<file path="src/sv/uer_pkg.sv">
// Shared types and constants for the ultrasonic echo ranger.
package uer_pkg;

  localparam int unsigned CfgIdxW = 2;
  localparam int unsigned CfgDataW = 16;

  localparam logic [CfgIdxW-1:0] CFG_TRIGGER_TICKS = 2'd0;
  localparam logic [CfgIdxW-1:0] CFG_TICKS_PER_CM  = 2'd1;
  localparam logic [CfgIdxW-1:0] CFG_TIMEOUT_TICKS = 2'd2;
  localparam logic [CfgIdxW-1:0] CFG_HOLDOFF_TICKS = 2'd3;

  localparam logic [7:0]  TRIGGER_TICKS_RST = 8'd10;
  localparam logic [7:0]  TICKS_PER_CM_RST  = 8'd58;
  localparam logic [15:0] TIMEOUT_TICKS_RST = 16'd36000;
  localparam logic [15:0] HOLDOFF_TICKS_RST = 16'd5010;

  localparam logic [1:0] PH_TRIGGER = 2'd0;
  localparam logic [1:0] PH_WAIT    = 2'd1;
  localparam logic [1:0] PH_MEASURE = 2'd2;
  localparam logic [1:0] PH_HOLDOFF = 2'd3;

  typedef struct packed {
    logic [7:0]  trigger_ticks;
    logic [7:0]  ticks_per_cm;
    logic [15:0] timeout_ticks;
    logic [15:0] holdoff_ticks;
  } uer_cfg_t;

  typedef struct packed {
    logic [1:0]  phase;
    logic [15:0] phase_ticks;
    logic [15:0] echo_ticks;
    logic [7:0]  cm_fraction;
    logic [15:0] cm_count;
  } uer_state_t;

  typedef struct packed {
    logic        trigger_level;
    logic        result_valid;
    logic [15:0] distance_cm;
    logic        out_of_range;
  } uer_result_t;

endpackage

</file>
<file path="src/sv/uer_cfg.sv">
// Configuration register file of the echo ranger.
module uer_cfg
  import uer_pkg::*;
(
  input  logic                clk_i,
  input  logic                rst_ni,
  input  logic                cfg_we_i,
  input  logic [CfgIdxW-1:0]  cfg_index_i,
  input  logic [CfgDataW-1:0] cfg_data_i,
  output uer_cfg_t            cfg_o
);

  uer_cfg_t cfg_q;
  uer_cfg_t cfg_d;

  always_comb begin
    cfg_d = cfg_q;
    if (cfg_we_i) begin
      case (cfg_index_i)
        CFG_TRIGGER_TICKS: cfg_d.trigger_ticks = cfg_data_i[7:0];
        CFG_TICKS_PER_CM:  cfg_d.ticks_per_cm  = cfg_data_i[7:0];
        CFG_TIMEOUT_TICKS: cfg_d.timeout_ticks = cfg_data_i;
        CFG_HOLDOFF_TICKS: cfg_d.holdoff_ticks = cfg_data_i;
        default: cfg_d = cfg_q;
      endcase
    end
  end

  always_ff @(posedge clk_i or negedge rst_ni) begin
    if (!rst_ni) begin
      cfg_q.trigger_ticks <= TRIGGER_TICKS_RST;
      cfg_q.ticks_per_cm  <= TICKS_PER_CM_RST;
      cfg_q.timeout_ticks <= TIMEOUT_TICKS_RST;
      cfg_q.holdoff_ticks <= HOLDOFF_TICKS_RST;
    end else begin
      cfg_q <= cfg_d;
    end
  end

  assign cfg_o = cfg_q;

endmodule

</file>
<file path="src/sv/uer_step.sv">
// Next-state and result logic for one microsecond tick.
module uer_step
  import uer_pkg::*;
(
  input  uer_cfg_t    cfg_i,
  input  uer_state_t  state_i,
  input  logic        echo_i,
  output uer_state_t  state_o,
  output uer_result_t result_o
);

  logic [7:0]  per;
  logic [7:0]  len;
  logic [8:0]  frac_inc;
  logic [15:0] echo_inc;
  logic [15:0] ticks_inc;
  logic [1:0]  holdoff_phase;
  uer_state_t  cur;

  assign per = (cfg_i.ticks_per_cm == 8'd0) ? 8'd1 : cfg_i.ticks_per_cm;
  assign len = (cfg_i.trigger_ticks == 8'd0) ? 8'd1 : cfg_i.trigger_ticks;
  assign holdoff_phase = (cfg_i.holdoff_ticks == 16'd0) ? PH_TRIGGER : PH_HOLDOFF;

  always_comb begin
    cur = state_i;
    if (state_i.phase == PH_WAIT && echo_i) begin
      cur.phase       = PH_MEASURE;
      cur.echo_ticks  = 16'd0;
      cur.cm_fraction = 8'd0;
      cur.cm_count    = 16'd0;
    end
  end

  assign frac_inc  = {1'b0, cur.cm_fraction} + 9'd1;
  assign echo_inc  = cur.echo_ticks + 16'd1;
  assign ticks_inc = cur.phase_ticks + 16'd1;

  always_comb begin
    state_o  = cur;
    result_o = '0;
    case (cur.phase)
      PH_WAIT: begin
        state_o = cur;
      end
      PH_MEASURE: begin
        if (echo_i) begin
          state_o.echo_ticks = echo_inc;
          if (frac_inc >= {1'b0, per}) begin
            state_o.cm_fraction = 8'd0;
            state_o.cm_count    = cur.cm_count + 16'd1;
          end else begin
            state_o.cm_fraction = frac_inc[7:0];
          end
          if (echo_inc >= cfg_i.timeout_ticks) begin
            result_o.result_valid = 1'b1;
            result_o.out_of_range = 1'b1;
            state_o.phase_ticks   = 16'd0;
            state_o.phase         = holdoff_phase;
          end
        end else begin
          result_o.result_valid = 1'b1;
          result_o.distance_cm  = cur.cm_count;
          state_o.phase_ticks   = 16'd0;
          state_o.phase         = holdoff_phase;
        end
      end
      PH_HOLDOFF: begin
        state_o.phase_ticks = ticks_inc;
        if (ticks_inc >= cfg_i.holdoff_ticks) begin
          state_o.phase_ticks = 16'd0;
          state_o.phase       = PH_TRIGGER;
        end
      end
      default: begin
        result_o.trigger_level = 1'b1;
        state_o.phase_ticks    = ticks_inc;
        if (ticks_inc >= {8'd0, len}) begin
          state_o.phase_ticks = 16'd0;
          state_o.phase       = PH_WAIT;
        end else begin
          state_o.phase = PH_TRIGGER;
        end
      end
    endcase
  end

endmodule

</file>
<file path="src/sv/ultrasonic_echo_ranger.sv">
// Top level of the ultrasonic echo ranger.
// Each input transaction is one microsecond tick carrying the sampled echo
// level; each tick yields exactly one output transaction with the trigger
// drive, a completion flag, the distance in centimetres and an out-of-range
// flag.
// An accepted tick is held in an input register, the phase logic runs in a
// single pass, and the result lands in an output register, from which the
// result is offered to the receiver.
// One tick is accepted every cycle unless the receiver stalls; the phase
// state is updated as each tick moves from the input to the output register.
// When the receiver stalls, the output register holds its transaction; an
// empty input register still takes one more tick before ready falls.
// Reset restores the default limits (10, 58, 36000 and 5010 ticks), puts the
// sequencer in the trigger phase with all counters cleared, and empties both
// registers. Configuration writes take effect on the next clock edge and
// should only be issued while no tick is in flight.
module ultrasonic_echo_ranger
  import uer_pkg::*;
(
  input  logic                clk_i,
  input  logic                rst_ni,
  input  logic                in_valid_i,
  output logic                in_ready_o,
  input  logic                echo_level_i,
  output logic                out_valid_o,
  input  logic                out_ready_i,
  output logic                trigger_level_o,
  output logic                result_valid_o,
  output logic [15:0]         distance_cm_o,
  output logic                out_of_range_o,
  input  logic                cfg_we_i,
  input  logic [CfgIdxW-1:0]  cfg_index_i,
  input  logic [CfgDataW-1:0] cfg_data_i
);

  uer_cfg_t    cfg;
  uer_state_t  state_q;
  uer_state_t  state_d;
  uer_result_t step_res;
  uer_result_t res_q;
  logic        in_vld_q;
  logic        echo_q;
  logic        out_vld_q;
  logic        advance;

  uer_cfg u_cfg (
    .clk_i       (clk_i),
    .rst_ni      (rst_ni),
    .cfg_we_i    (cfg_we_i),
    .cfg_index_i (cfg_index_i),
    .cfg_data_i  (cfg_data_i),
    .cfg_o       (cfg)
  );

  uer_step u_step (
    .cfg_i    (cfg),
    .state_i  (state_q),
    .echo_i   (echo_q),
    .state_o  (state_d),
    .result_o (step_res)
  );

  assign advance    = in_vld_q && (!out_vld_q || out_ready_i);
  assign in_ready_o = !in_vld_q || advance;

  always_ff @(posedge clk_i or negedge rst_ni) begin
    if (!rst_ni) begin
      in_vld_q  <= 1'b0;
      out_vld_q <= 1'b0;
      state_q   <= '{phase: PH_TRIGGER, default: '0};
    end else begin
      if (in_ready_o) begin
        in_vld_q <= in_valid_i;
      end
      if (advance) begin
        out_vld_q <= 1'b1;
        state_q   <= state_d;
      end else if (out_ready_i) begin
        out_vld_q <= 1'b0;
      end
    end
  end

  always_ff @(posedge clk_i) begin
    if (in_ready_o && in_valid_i) begin
      echo_q <= echo_level_i;
    end
    if (advance) begin
      res_q <= step_res;
    end
  end

  assign out_valid_o     = out_vld_q;
  assign trigger_level_o = res_q.trigger_level;
  assign result_valid_o  = res_q.result_valid;
  assign distance_cm_o   = res_q.distance_cm;
  assign out_of_range_o  = res_q.out_of_range;

endmodule

</file>
<file path="config.mk">
export PLATFORM = sky130hd
export DESIGN_NAME = ultrasonic_echo_ranger
export DESIGN_NICKNAME = d
export VERILOG_FILES = /design/src/sv/uer_pkg.sv /design/src/sv/uer_cfg.sv /design/src/sv/uer_step.sv /design/src/sv/ultrasonic_echo_ranger.sv
export SDC_FILE = /design/constraint.sdc
export NUM_CORES = 1
export LEC_CHECK = 0
export BUFFER_PORTS_ARGS = -buffer_cell sky130_fd_sc_hd__buf_2
export CORE_MARGIN = 2
export CORE_UTILIZATION = 45
export CTS_BUF_LIST = sky130_fd_sc_hd__clkbuf_2 sky130_fd_sc_hd__clkbuf_4 sky130_fd_sc_hd__clkbuf_8
export DETAILED_ROUTE_END_ITERATION = 16
export PLACE_DENSITY = 0.65
export SLEW_MARGIN = 5
export SYNTH_ARGS = -nofsm -noshare
export SYNTH_HDL_FRONTEND = slang
export SYNTH_HIERARCHICAL = 1
export SYNTH_SLANG_ARGS = --single-unit
</file>
<file path="constraint.sdc">
create_clock -name clk_i -period 13 [get_ports clk_i]
set_clock_uncertainty 0.1 [all_clocks]
set_input_delay 1.3 -clock clk_i [delete_from_list [all_inputs] [get_ports clk_i]]
set_output_delay 1.3 -clock clk_i [all_outputs]
set_load 0.03 [all_outputs]
</file>
---- Word level (Yosys, flattened, before mapping) ----
Cells that the tools add are included.
operators by class
  add/sub/neg operators ................... 4
  order comparisons ....................... 4
  eq/ne operators ......................... 8
  muxes and demuxes ....................... 20
  bitwise gates (word level) .............. 2
  reduce and logical (&&, ||, !) cells .... 20
operators with widths
  kind                                                                    count
  40-bit 2-to-1 mux                                                       3
  18-bit 2-to-1 mux                                                       3
  18-bit case mux with 3 select lines                                     1
  16-bit by 1-bit adder with 16-bit output (second input constant)        3
  16-bit greater-or-equal comparator                                      2
  16-bit 2-to-1 mux                                                       2
  8-bit 2-to-1 mux                                                        3
  16-bit by 8-bit greater-or-equal comparator with 1-bit output           1
  16-bit zero test                                                        1
  8-bit zero test                                                         2
  2-bit AND reduction                                                     5
  8-bit by 1-bit adder with 9-bit output (second input constant)          1
  9-bit by 8-bit greater-or-equal comparator with 1-bit output            1
  2-bit equality test (second input constant)                             4
  2-bit by 1-bit equality test with 1-bit output (second input constant)  3
  1-bit 2-to-1 mux                                                        6
  2-bit 2-to-1 mux                                                        2
  1-bit logical AND                                                       3
  3-bit by 2-bit != test with 1-bit output (second input constant)        1
  3-bit AND reduction                                                     1
  3-bit OR reduction                                                      1
  1-bit zero test                                                         2
  2-bit zero test                                                         1
  1-bit logical OR                                                        2
  other kinds (3)                                                         4
word-level totals
  register bits after elaboration ......... 128
  input bits .............................. 24
  output and inout bits ................... 21
  logic and storage cells ................. 74

---- Depth between registers and ports, before layout ----
Gate-level depths: netlist of run 1.
  depth after elaboration ................. 8
  depth in mapped cells ................... 21
  gate-level depth less buffers ........... 18

---- By module ----
Netlist of run 1, hierarchy kept.
modules (own cells, without submodules)
  module                  instances  cells each  area an instance (um^2)  sequential area each (um^2)
  uer_step                1          550         3498.4                   0.0
  ultrasonic_echo_ranger  1          151         2886.5                   2102.0
  uer_cfg                 1          102         1841.8                   1222.4

---- Worst setup path after synthesis of run 1 ----
No wires, ideal clock.
  path type ............................... register to register
  start point ............................. register state_q[56] (netlist bit)
  end point ............................... register state_q[49] (netlist bit)
  library setup time ...................... 0.125 ns
  arrival time ............................ 3.935 ns
  data required time ...................... 12.775 ns
  slack ................................... 8.841 ns
  cell stages (with the launch flop) ...... 21
  path buffers ............................ 3
  clock period less this slack ............ 4.159 ns
  cell sequence ........................... dfrtp_1 -> buf_6 -> nand3b_4 -> clkbuf_1 -> and2_1 -> ha_1 -> and3_1 -> and4_1 -> nand2_1 -> xor2_1 -> nor2_1 -> ha_1 -> and4_1 -> nor3b_1 -> a21oi_1 -> a22o_1 -> a32o_1 -> buf_2 -> o21ai_1 -> o31ai_1 -> mux2_2
RTL lines
  item                    line                          RTL
  start, declared         ultrasonic_echo_ranger.sv:37  uer_state_t state_q;
  start signal, assigned  ultrasonic_echo_ranger.sv:77  state_q <= state_d;

==> results of run 1 <==
==> worst register-to-register path: cells and delay by family, from the launching register on <==
| family | cells | cell delay [ps] |
|---|---|---|
| and+or+nand+nor | 6 | 1660 |
| DFF | 1 | 610 |
| muxes | 1 | 180 |
| adders and majority gates | 2 | 470 |
| AOI/OAI and AO/OA | 6 | 1890 |
==> state kept, by name, summed over array words and instances, names as in the netlist <==
name	count
u_cfg/cfg_o	48
echo_q	1
out_valid_o	1
in_vld_q	1
out_of_range_o	1
trigger_level_o	1
state_q	58
result_valid_o	1
distance_cm_o	16
==> through the flow <==
| stage | hold slack (ps) | area [sq um] | power [mW] |
|---|---|---|---|
| 2_1_floorplan | 379.3 | 8227 | 0.8073 |
| 3_3_place_gp | 390.7 | 8637 | 0.8983 |
| 3_5_place_dp | 394.7 | 8637 | 0.9114 |
| 4_1_cts | 413.3 | 9045 | 1.278 |
| 5_1_grt | 425.7 | 9045 | 1.351 |
| 6_report | 410.6 | 9045 | 1.265 |
==> kinds of logic after synthesis <==
kind of cell | after synthesis | synth area share
XOR/XNOR | 50 | 0.05323
buffers and inverters | 84 | 0.04395
adder cells (fa/ha/maj) | 52 | 0.07909
multiplexers | 108 | 0.1518
AO/OA/AOI/OAI | 112 | 0.08746
AND/OR/NAND/NOR | 269 | 0.1804
flip-flops | 128 | 0.4041
==> layout make-up <==
class | count | area (sq um) | share of cell area
Clock inverter | 15 | 173.9 | 0.01923
Sequential cell | 128 | 3324 | 0.3675
Inverter | 58 | 217.7 | 0.02407
Timing Repair Buffer | 49 | 260.3 | 0.02877
Clock buffer | 17 | 234.0 | 0.02587
Tap cell | 229 | 286.5 | 0.03168
Multi-Input combinational cell | 591 | 4548 | 0.5028
==> routing by layer <==
metal / routed length [um] / share of wire
met1: 8435 / 0.48
met2: 8139 / 0.46
met3: 782 / 0.045
met4: 163 / 0.0093
met5: 0 / 0
==> cell usage in the layout, fill, tap and decap left out, types with 3 or more instances in the layout <==
cell type and n:
nor4_1 9, o21a_1 4, o211ai_1 5, buf_2 43, nand3_1 20, or3_1 12
and4_1 3, nand2b_1 13, xor2_1 25, xnor2_1 25, o21ai_1 13, mux2_4 9
mux2_2 98, nor2b_1 3, nand2_1 68, clkbuf_8 17, clkinv_4 3, a211oi_1 7
o21ai_0 23, dfstp_2 17, a21oi_1 29, and2_1 26, nand4_1 13, ha_1 52
inv_1 57, o22ai_1 6, nor2_1 55, or4_1 4, o41ai_1 3, dfrtp_1 91
buf_4 6, inv_6 6, and3_1 12, edfxtp_1 20, a21o_1 4, nor3_1 9
==> power groups by stage <==
stage / clock network (mW) / logic, mW / registers, mW
global route: 0.390 / 0.432 / 0.529
CTS: 0.371 / 0.387 / 0.521
finish: 0.360 / 0.384 / 0.520
global placement: 0 / 0.373 / 0.526
detailed placement: 0 / 0.383 / 0.529
floorplan: 0 / 0.293 / 0.514
==> how the worst max path moves through the flow <==
| stage | cells past startpoint | to | from |
|---|---|---|---|
| after floorplan | 20 | state_q[49] | state_q[56] |
| after global placement | 15 | state_q[47] | state_q[57] |
| after detailed placement | 15 | state_q[47] | state_q[57] |
| after CTS | 15 | state_q[47] | state_q[57] |
| after global routing | 18 | state_q[43] | state_q[57] |
| final | 15 | state_q[46] | state_q[57] |
==> results_dict.tcl, run 1 <==
set metrics [dict create \
    period_needed_ps 4983 \
    final_cells 1087 \
    post_cts_buffers 0 \
    vias 5948 \
    crit_family "compound AO/OA/AOI/OAI gates" \
    crit_buf_inv 0 \
    r2r_cells 15 \
    dp_cells 1055 \
    drt_wl_total_um 17520 \
    dieWidth_um 139.2 \
    critical_path.max_fanout 27 \
    synth_area_per_cell_sq_um 10.24 \
    worstHoldPathType "flip-flop to flip-flop" \
    routed_via_density 5.472 \
    overflow 0 \
    gp_congestion 0.8578 \
    grt_max_degree 65 \
    hpwl_um 12280 \
    swShare 0.3639 \
    syn_nets 879 \
    arrival_ps 5270 \
    slew_violations 0 \
    comb_power_share 0.304 \
    hold_buffers 0 \
    dieArea_sq_um 19380 \
    power.density_nw_per_um2 139.8 \
    coreArea_sq_um 17960 \
    worstSetupStartpointType "flip-flop" \
    ctsHtreeMaxLevel 4 \
    p_int_mw 0.8045 \
    required_ps 13280 \
    grt_pass1_wl_um 29370 \
    met3_usage 0.03304 \
    track_usage 0.1877 \
    synth_seq_area_share 0.4041 \
    nets 921 \
    yosys-top-cells-count "mux2_2 (98), dfrtp_1 (91), nand2_1 (68)" \
    yosysTopAreaCellShare 0.2768 \
    clock_sinks 128 \
    worstMarginPinSlew_ps 898.4 \
    clk_pin_slew_ps 80 \
    synth_top_cell_by_area "dfrtp_1" \
    yosys_warnings 6 \
    busiest_layer "met2" \
    cts.path.max_buffers 2 \
    end_kind "flip-flop" \
    reg2reg_from "state_q[57]" \
    maxSlewHeadroom 0.4011 \
    status "finished clean" \
    synth_area_sq_um 8227 \
    synth_edf_count 20 \
    io_pins 45 \
    slowest_stage "a32o_1" \
    clkPwrFrac 0.285 \
    die_h_um 139.2 \
    vdd_ir_drop_max_mv 0.07195 \
    timing.rr.end "state_q[46]" \
    syn_inst 803 \
    cts_root_buf "clkbuf_8" \
    r2r_slack_ps 8020 \
    max_freq_ghz 0.2007 \
    path_class "flip-flop to flip-flop" \
    holdPathEnd "u_cfg/cfg_o[18]" \
    p_sw_mw 0.4602 \
    seqPwrFrac 0.411 \
    max_stage_delay_ps 660 \
    tns_ps 0 \
    post_cts_resized 0 \
    p_leak_nw 4.174 \
    rows 49 \
    critical_path.most_common_cell "ha_1" \
    drc_errors 0 \
    cts_buffers 17 \
    synth_seq_cells 128 \
    insertedDiodeCount 0 \
    port_buffers 44 \
    cts_tree "done" \
    cp_cell_sequence "nand3b_4 -> and2_1 -> ha_1 -> and3_1 -> nand4_1 -> or3_1 -> a21oi_1 -> ha_1 -> and4_1 -> a221oi_1 -> a22o_1 -> a32o_1 -> o21ai_0 -> a211oi_1 -> mux2_4" \
    antenna_found_initial 0 \
    wire_per_inst_um 16.12 \
    n_fill_cell 1654 \
    period_share 0.3833 \
    yosysMostFrequentCell "mux2_2" \
    fin_ws_ps 8017 \
    max_cap_violations 0 \
    met2_usage 0.3020 \
    area_delta_synth_final_pct 9.947 \
    drive_gt1_frac 0.2657 \
    synth.area.top_cells "dfrtp_1 (28%), mux2_2 (13%), ha_1 (7.9%)" \
    clock_latency_ps 450 \
    drt-initial-drc-count 315 \
    hold_viol_final 0 \
    first_global_vias 5719 \
    min_path_cells 1 \
    finalCoreUtilization 0.5035 \
    pre_cts_ws_ps 8155 \
    synth_cell_types 66 \
    start_util 0.4580 \
    async_flop_share 0.8438 \
    dr.pass1.iters 4 \
    hold_path_startpoint "u_cfg/cfg_o[18]" \
    setup_viol 0 \
    ant_nets 0 \
    synth_flop_cell "dfrtp_1" \
    met1_usage 0.2631 \
    grt_setup_unrepaired "false" \
]
Note: power is estimated with default switching activity, not from simulation.
==> run 2, diff against run 1 <==
--- a/config.mk
+++ b/config.mk
@@ -10,7 +10,7 @@
 export CORE_UTILIZATION = 45
 export CTS_BUF_LIST = sky130_fd_sc_hd__clkbuf_2 sky130_fd_sc_hd__clkbuf_4 sky130_fd_sc_hd__clkbuf_8
 export DETAILED_ROUTE_END_ITERATION = 16
-export PLACE_DENSITY = 0.65
+export PLACE_DENSITY = 0.67
 export SLEW_MARGIN = 5
 export SYNTH_ARGS = -nofsm -noshare
 export SYNTH_HDL_FRONTEND = slang
==> constraint.sdc (replaced) <==
create_clock -name clk_i -period 4.4 [get_ports clk_i]
set_clock_uncertainty 0.1 [all_clocks]
set_input_delay 0.44 -clock clk_i [delete_from_list [all_inputs] [get_ports clk_i]]
set_output_delay 0.44 -clock clk_i [all_outputs]
set_load 0.03 [all_outputs]
==> results_dict.tcl, run 2 (synthesis results as in run 1) <==
set metrics [dict create \
    ctsHtreeMaxLevel 4 \
    dp_cells 1067 \
    path_class "flip-flop to flip-flop" \
    first_global_vias 5882 \
    end_kind "flip-flop" \
    area_delta_synth_final_pct 11.86 \
    vdd_ir_drop_max_mv 0.2271 \
    worstHoldPathType "input port to flip-flop" \
    largest_reg_flops 58 \
    top_layer_used "met4" \
    tns_ps 0 \
    max_freq_ghz 0.2441 \
    cts_root_buf "clkbuf_8" \
    drt-initial-drc-count 378 \
    r2r_slack_ps 300 \
    pre_cts_ws_ps 104.6 \
    seq_area_sq_um 3324 \
    holdPathEnd "in_vld_q" \
    dr_wl_met2_um 8246 \
    final_cells 1101 \
    hold_viol_final 0 \
    swShare 0.3433 \
    arrival_ps 4390 \
    cts_buffers 17 \
    final_common_cell "mux2_2" \
    wl_met3_um 890 \
    routed_via_density 5.491 \
    start_util 0.4580 \
    track_usage 0.1908 \
    max_cap_violations 0 \
    drt-met1-wl_um 8680 \
    whs_ps 88.90 \
    reg2reg_from "echo_q" \
    clkPwrFrac 0.299 \
    cts_tree "done" \
    grt_setup_unrepaired "false" \
    hold_path_startpoint "in_valid_i" \
    wire_per_inst_um 16.39 \
    r2r_cells 18 \
    port_buffers 44 \
    ant_nets 0 \
    p_sw_mw 1.347 \
    grt_pass1_wl_um 29880 \
    min_path_cells 2 \
    nets 934 \
    maxSlewHeadroom 0.4833 \
    antenna_found_initial 1 \
    worstSetupStartpointType "flip-flop" \
    clk_pin_slew_ps 70 \
    dr.pass1.iters 5 \
    slew_violations 0 \
    critical_path.max_fanout 6 \
    clock_sinks 128 \
    vias 6046 \
    drt_wl_total_um 18050 \
    n_fill_cell 1637 \
    setup_viol 0 \
    drive_gt1_frac 0.2767 \
    timing.rr.end "state_q[42]" \
    dpl_cell_area_sq_um 8720 \
    grt_max_degree 40 \
    post_cts_buffers 0 \
    clock_latency_ps 450 \
    drc_errors 0 \
    period_needed_ps 4097 \
    rows 49 \
    cts.path.max_buffers 2 \
    regMostFlops "state_q" \
    p_int_mw 2.576 \
    multi_input_area_sq_um 4558 \
    comb_power_share 0.317 \
    overflow 0 \
    status "finished clean" \
    power.density_nw_per_um2 426.3 \
    hpwl_um 12960 \
    coreArea_sq_um 17960 \
    io_pins 45 \
    p_leak_nw 4.248 \
    dieArea_sq_um 19380 \
    stdcell_area_sq_um 9203 \
    seqPwrFrac 0.384 \
    gp_congestion 0.8431 \
    dieWidth_um 139.2 \
    final_cell_mix "mux2_2 (98), dfrtp_1 (91), nand2_1 (68), inv_1 (57), nor2_1 (55)" \
    fin_ws_ps 303.0 \
    period_share 0.9311 \
    worstMarginPinSlew_ps 772.2 \
    required_ps 4690 \
    die_h_um 139.2 \
]
run 2: per-stage QoR:
step             util  power, mW
6_report       0.5123      3.923
5_1_grt        0.5122      4.164
4_1_cts        0.5112      3.939
3_5_place_dp   0.4854      2.746
3_3_place_gp   0.4854      2.720
2_1_floorplan       -      2.385
run 2: how the worst max path moves through the flow:
stage,start,endpoint,depth (start not counted)
2_1_floorplan,state_q[56],state_q[49],20
3_5_place_dp,echo_q,state_q[43],15
3_3_place_gp,echo_q,state_q[43],17
4_1_cts,echo_q,state_q[43],15
6_report,echo_q,state_q[42],18
5_1_grt,echo_q,state_q[42],16
run 2: cell type report:
type / instances / share of cell area
inverters: 58 / 0.02366
repair buffers: 62 / 0.03916
well taps: 229 / 0.03114
diodes: 1 / 0.0002719
clock buffers: 18 / 0.02624
flip-flops and latches: 128 / 0.3613
clock inverters: 14 / 0.02298
multi-input cells: 591 / 0.4953
run 2: per-layer routing:
layer / vias to the layer above / global-route usage
met1: 2918 / 0.2661
li1: 2966 / -
met2: 141 / 0.2976
met3: 21 / 0.03923
met5: - / 0
met4: 0 / 0.06539
run 2: critical path: stages, from the launching register on:
cell and delay, ps:
edfxtp_1 430, nand3b_4 120, and2_1 190, ha_1 210, and3_1 240, and4_1 300
nand2_1 90, xor2_1 150, nor2_1 110, ha_1 260, a21oi_1 160, nand2_1 70
a221oi_1 420, a22o_2 280, and2_1 160, o22ai_1 90, buf_4 170, nor4_1 300
mux2_4 200
run 2: timing repair:
item                                    in CTS  in global routing
hold buffers                                 1                  0
hold endpoints to repair                    28                  0
gates resized for setup                      0                  4
endpoints found under the setup margin       0                 16
run 2: power groups by stage:
stage	combinational (mW)	sequential [mW]	clock (mW)
final	1.24	1.51	1.17
after floorplan	0.867	1.52	0
after global routing	1.38	1.53	1.26
after CTS	1.23	1.51	1.21
after global placement	1.20	1.52	0
after detailed placement	1.22	1.53	0
==> run 3, diff against run 2 <==
--- a/config.mk
+++ b/config.mk
@@ -8,11 +8,10 @@
 export BUFFER_PORTS_ARGS = -buffer_cell sky130_fd_sc_hd__buf_2
 export CORE_MARGIN = 2
 export CORE_UTILIZATION = 45
-export CTS_BUF_LIST = sky130_fd_sc_hd__clkbuf_2 sky130_fd_sc_hd__clkbuf_4 sky130_fd_sc_hd__clkbuf_8
+export CTS_BUF_LIST = sky130_fd_sc_hd__clkbuf_8
 export DETAILED_ROUTE_END_ITERATION = 16
 export PLACE_DENSITY = 0.67
 export SLEW_MARGIN = 5
 export SYNTH_ARGS = -nofsm -noshare
 export SYNTH_HDL_FRONTEND = slang
-export SYNTH_HIERARCHICAL = 1
 export SYNTH_SLANG_ARGS = --single-unit
==> results_dict.tcl, run 3 <==
set metrics [dict create \
    period_needed_ps 4170 \
    drt-initial-drc-count 195 \
    dr.pass1.iters 4 \
    dieArea_sq_um 17550 \
    nets 854 \
    syn_inst 732 \
    whs_ps 25.65 \
    grt_pass1_wl_um 26210 \
    grt_setup_unrepaired "false" \
    vdd_ir_drop_max_mv 0.2590 \
    r2r_cells 17 \
    worstMarginPinSlew_ps 914.7 \
    yosys-top-cells-count "dfrtp_1 (91), nand2_1 (90), ha_1 (52), inv_1 (52), mux2_2 (48)" \
    clock_latency_ps 440 \
    synth_area_sq_um 7430 \
    drc_errors 0 \
    post_cts_resized 0 \
    cts.path.max_buffers 2 \
    tns_ps 0 \
    routed_via_density 5.398 \
    r2r_slack_ps 230 \
    hold_viol_final 0 \
    synth_cell_types 67 \
    hold_buffers 0 \
    track_usage 0.1850 \
    synth_top_cell_by_area "dfrtp_1" \
    antenna_found_initial 0 \
    vias 5436 \
    end_kind "flip-flop" \
    yosys_warnings 0 \
    ant_nets 0 \
    path_class "flip-flop to flip-flop" \
    power.density_nw_per_um2 405.2 \
    final_common_cell "dfrtp_1" \
    overflow 0 \
    async_flop_share 0.8438 \
    largest_reg_flops 58 \
    synth_seq_area_share 0.4475 \
    yosysTopAreaCellShare 0.3065 \
    finalPower_mw 3.322 \
    n_fill_cell 1494 \
    port_buffers 44 \
    max_freq_ghz 0.2398 \
    cp-startpoint "echo_q" \
    ctsHtreeMaxLevel 4 \
    clk_pin_slew_ps 70 \
    wire_per_inst_um 15.41 \
    drive_gt1_frac 0.2212 \
    die_h_um 132.5 \
    setup_viol 0 \
    finalCoreUtilization 0.5123 \
    critical_path.max_fanout 13 \
    met1_usage 0.2291 \
    period_share 0.9478 \
    worstHoldPathType "input port to asynchronous set/reset pin" \
    worstSetupStartpointType "flip-flop" \
    cts_root_buf "clkbuf_8" \
    syn_nets 808 \
    synth_seq_cells 128 \
    maxSlewHeadroom 0.3902 \
    slew_violations 0 \
    post_cts_buffers 0 \
    dieWidth_um 132.5 \
    cts_tree "done" \
    regMostFlops "state_q" \
    final_cell_mix "dfrtp_1 (91), nand2_1 (90), inv_1 (54), ha_1 (52), mux2_2 (48)" \
    first_global_vias 5422 \
    met3_usage 0.04904 \
    io_pins 45 \
    synth_edf_count 20 \
    synth_flop_cell "dfrtp_1" \
    synth.area.top_cells "dfrtp_1 (31%), ha_1 (8.8%), edfxtp_1 (8.1%)" \
    drt_wl_total_um 15520 \
    start_util 0.4643 \
    hpwl_um 11650 \
    area_delta_synth_final_pct 10.32 \
    arrival_ps 4400 \
    clock_sinks 128 \
    met2_usage 0.3175 \
    status "finished clean" \
    yosysMostFrequentCell "dfrtp_1" \
    gp_congestion 0.8419 \
    p_leak_nw 3.716 \
    busiest_layer "met2" \
    reg2reg_from "echo_q" \
    insertedDiodeCount 0 \
    rows 46 \
    cts_buffers 17 \
    synth_area_per_cell_sq_um 10.15 \
    required_ps 4630 \
    max_cap_violations 0 \
    coreArea_sq_um 16000 \
    grt_max_degree 74 \
]
-- run 3: cell types whose count changed in the layout (fill, tap and decap cells not counted), moves of 10 or more --
cell     delta
mux2_2     -50
nand2_1    +22
o21ai_0    +21
nor2_1     -16
a22o_1     +12
o21ai_1    -10
or3_1      -10
-- run 3: worst paths after layout --
path,to
max,state_q[49]
max reg2reg,state_q[49]
max in group asynchronous,state_q[2]
min in group clk_i,echo_q
min reg2reg,state_q[8]
min,u_cfg.cfg_o[42]
-- run 3: report_power, final --
group	switching, mW	total, mW	internal, mW
Clock	0.468	0.893	0.425
Sequential	0.110	1.48	1.37
Combinational	0.556	0.944	0.388
Total	1.13	3.32	2.19
-- run 3: per-layer routing --
metal / up-vias / part of all wire
li1: 2664 / -
met1: 2636 / 0.44
met2: 107 / 0.50
met3: 29 / 0.038
met4: 0 / 0.019
met5: - / 0
-- run 3: final cells by class --
| cell class | instances | area [sq um] | share of cell area |
|---|---|---|---|
| tap | 216 | 270.3 | 0.03297 |
| timing repair buffer | 55 | 309.0 | 0.03770 |
| multi-input combinational | 524 | 3752 | 0.4578 |
| sequential | 128 | 3324 | 0.4056 |
| clock inverter | 12 | 70.07 | 0.008548 |
| inverter | 52 | 195.2 | 0.02381 |
| clock buffer | 20 | 275.3 | 0.03358 |
-- run 3: critical path, cell delays in order, from the launching register on --
cell      delay [ps]
edfxtp_1         390
nand3b_1         200
and2_1           210
ha_1             200
nand3_1          130
or3_1            430
nor3_4           260
and3_1           250
xnor2_1          140
nor2_1            70
ha_1             290
nand4_1          150
nor4_2           340
o31ai_1          130
a21oi_1          200
buf_6            190
o21ai_0          100
a22o_1           250
-- run 3: logic make-up after synthesis --
logic type | count (synthesis) | synth area share
buffers and inverters | 80 | 0.04917
DFF | 128 | 0.4475
muxes | 49 | 0.07410
adders and majority gates | 52 | 0.08757
AOI/OAI and AO/OA | 123 | 0.1115
xor gates and xnor gates | 45 | 0.05305
and+or+nand+nor | 255 | 0.1772
-- run 3: stage by stage --
step | instances | instance area, sq um | worst slack, ps
floorplan | 732 | 7430 | 139.4
global placement | 975 | 7835 | 362.7
detailed placement | 975 | 7835 | 215.2
CTS | 1007 | 8180 | 181.6
global route | 1007 | 8197 | 7.503
finish | 1007 | 8197 | 229.7
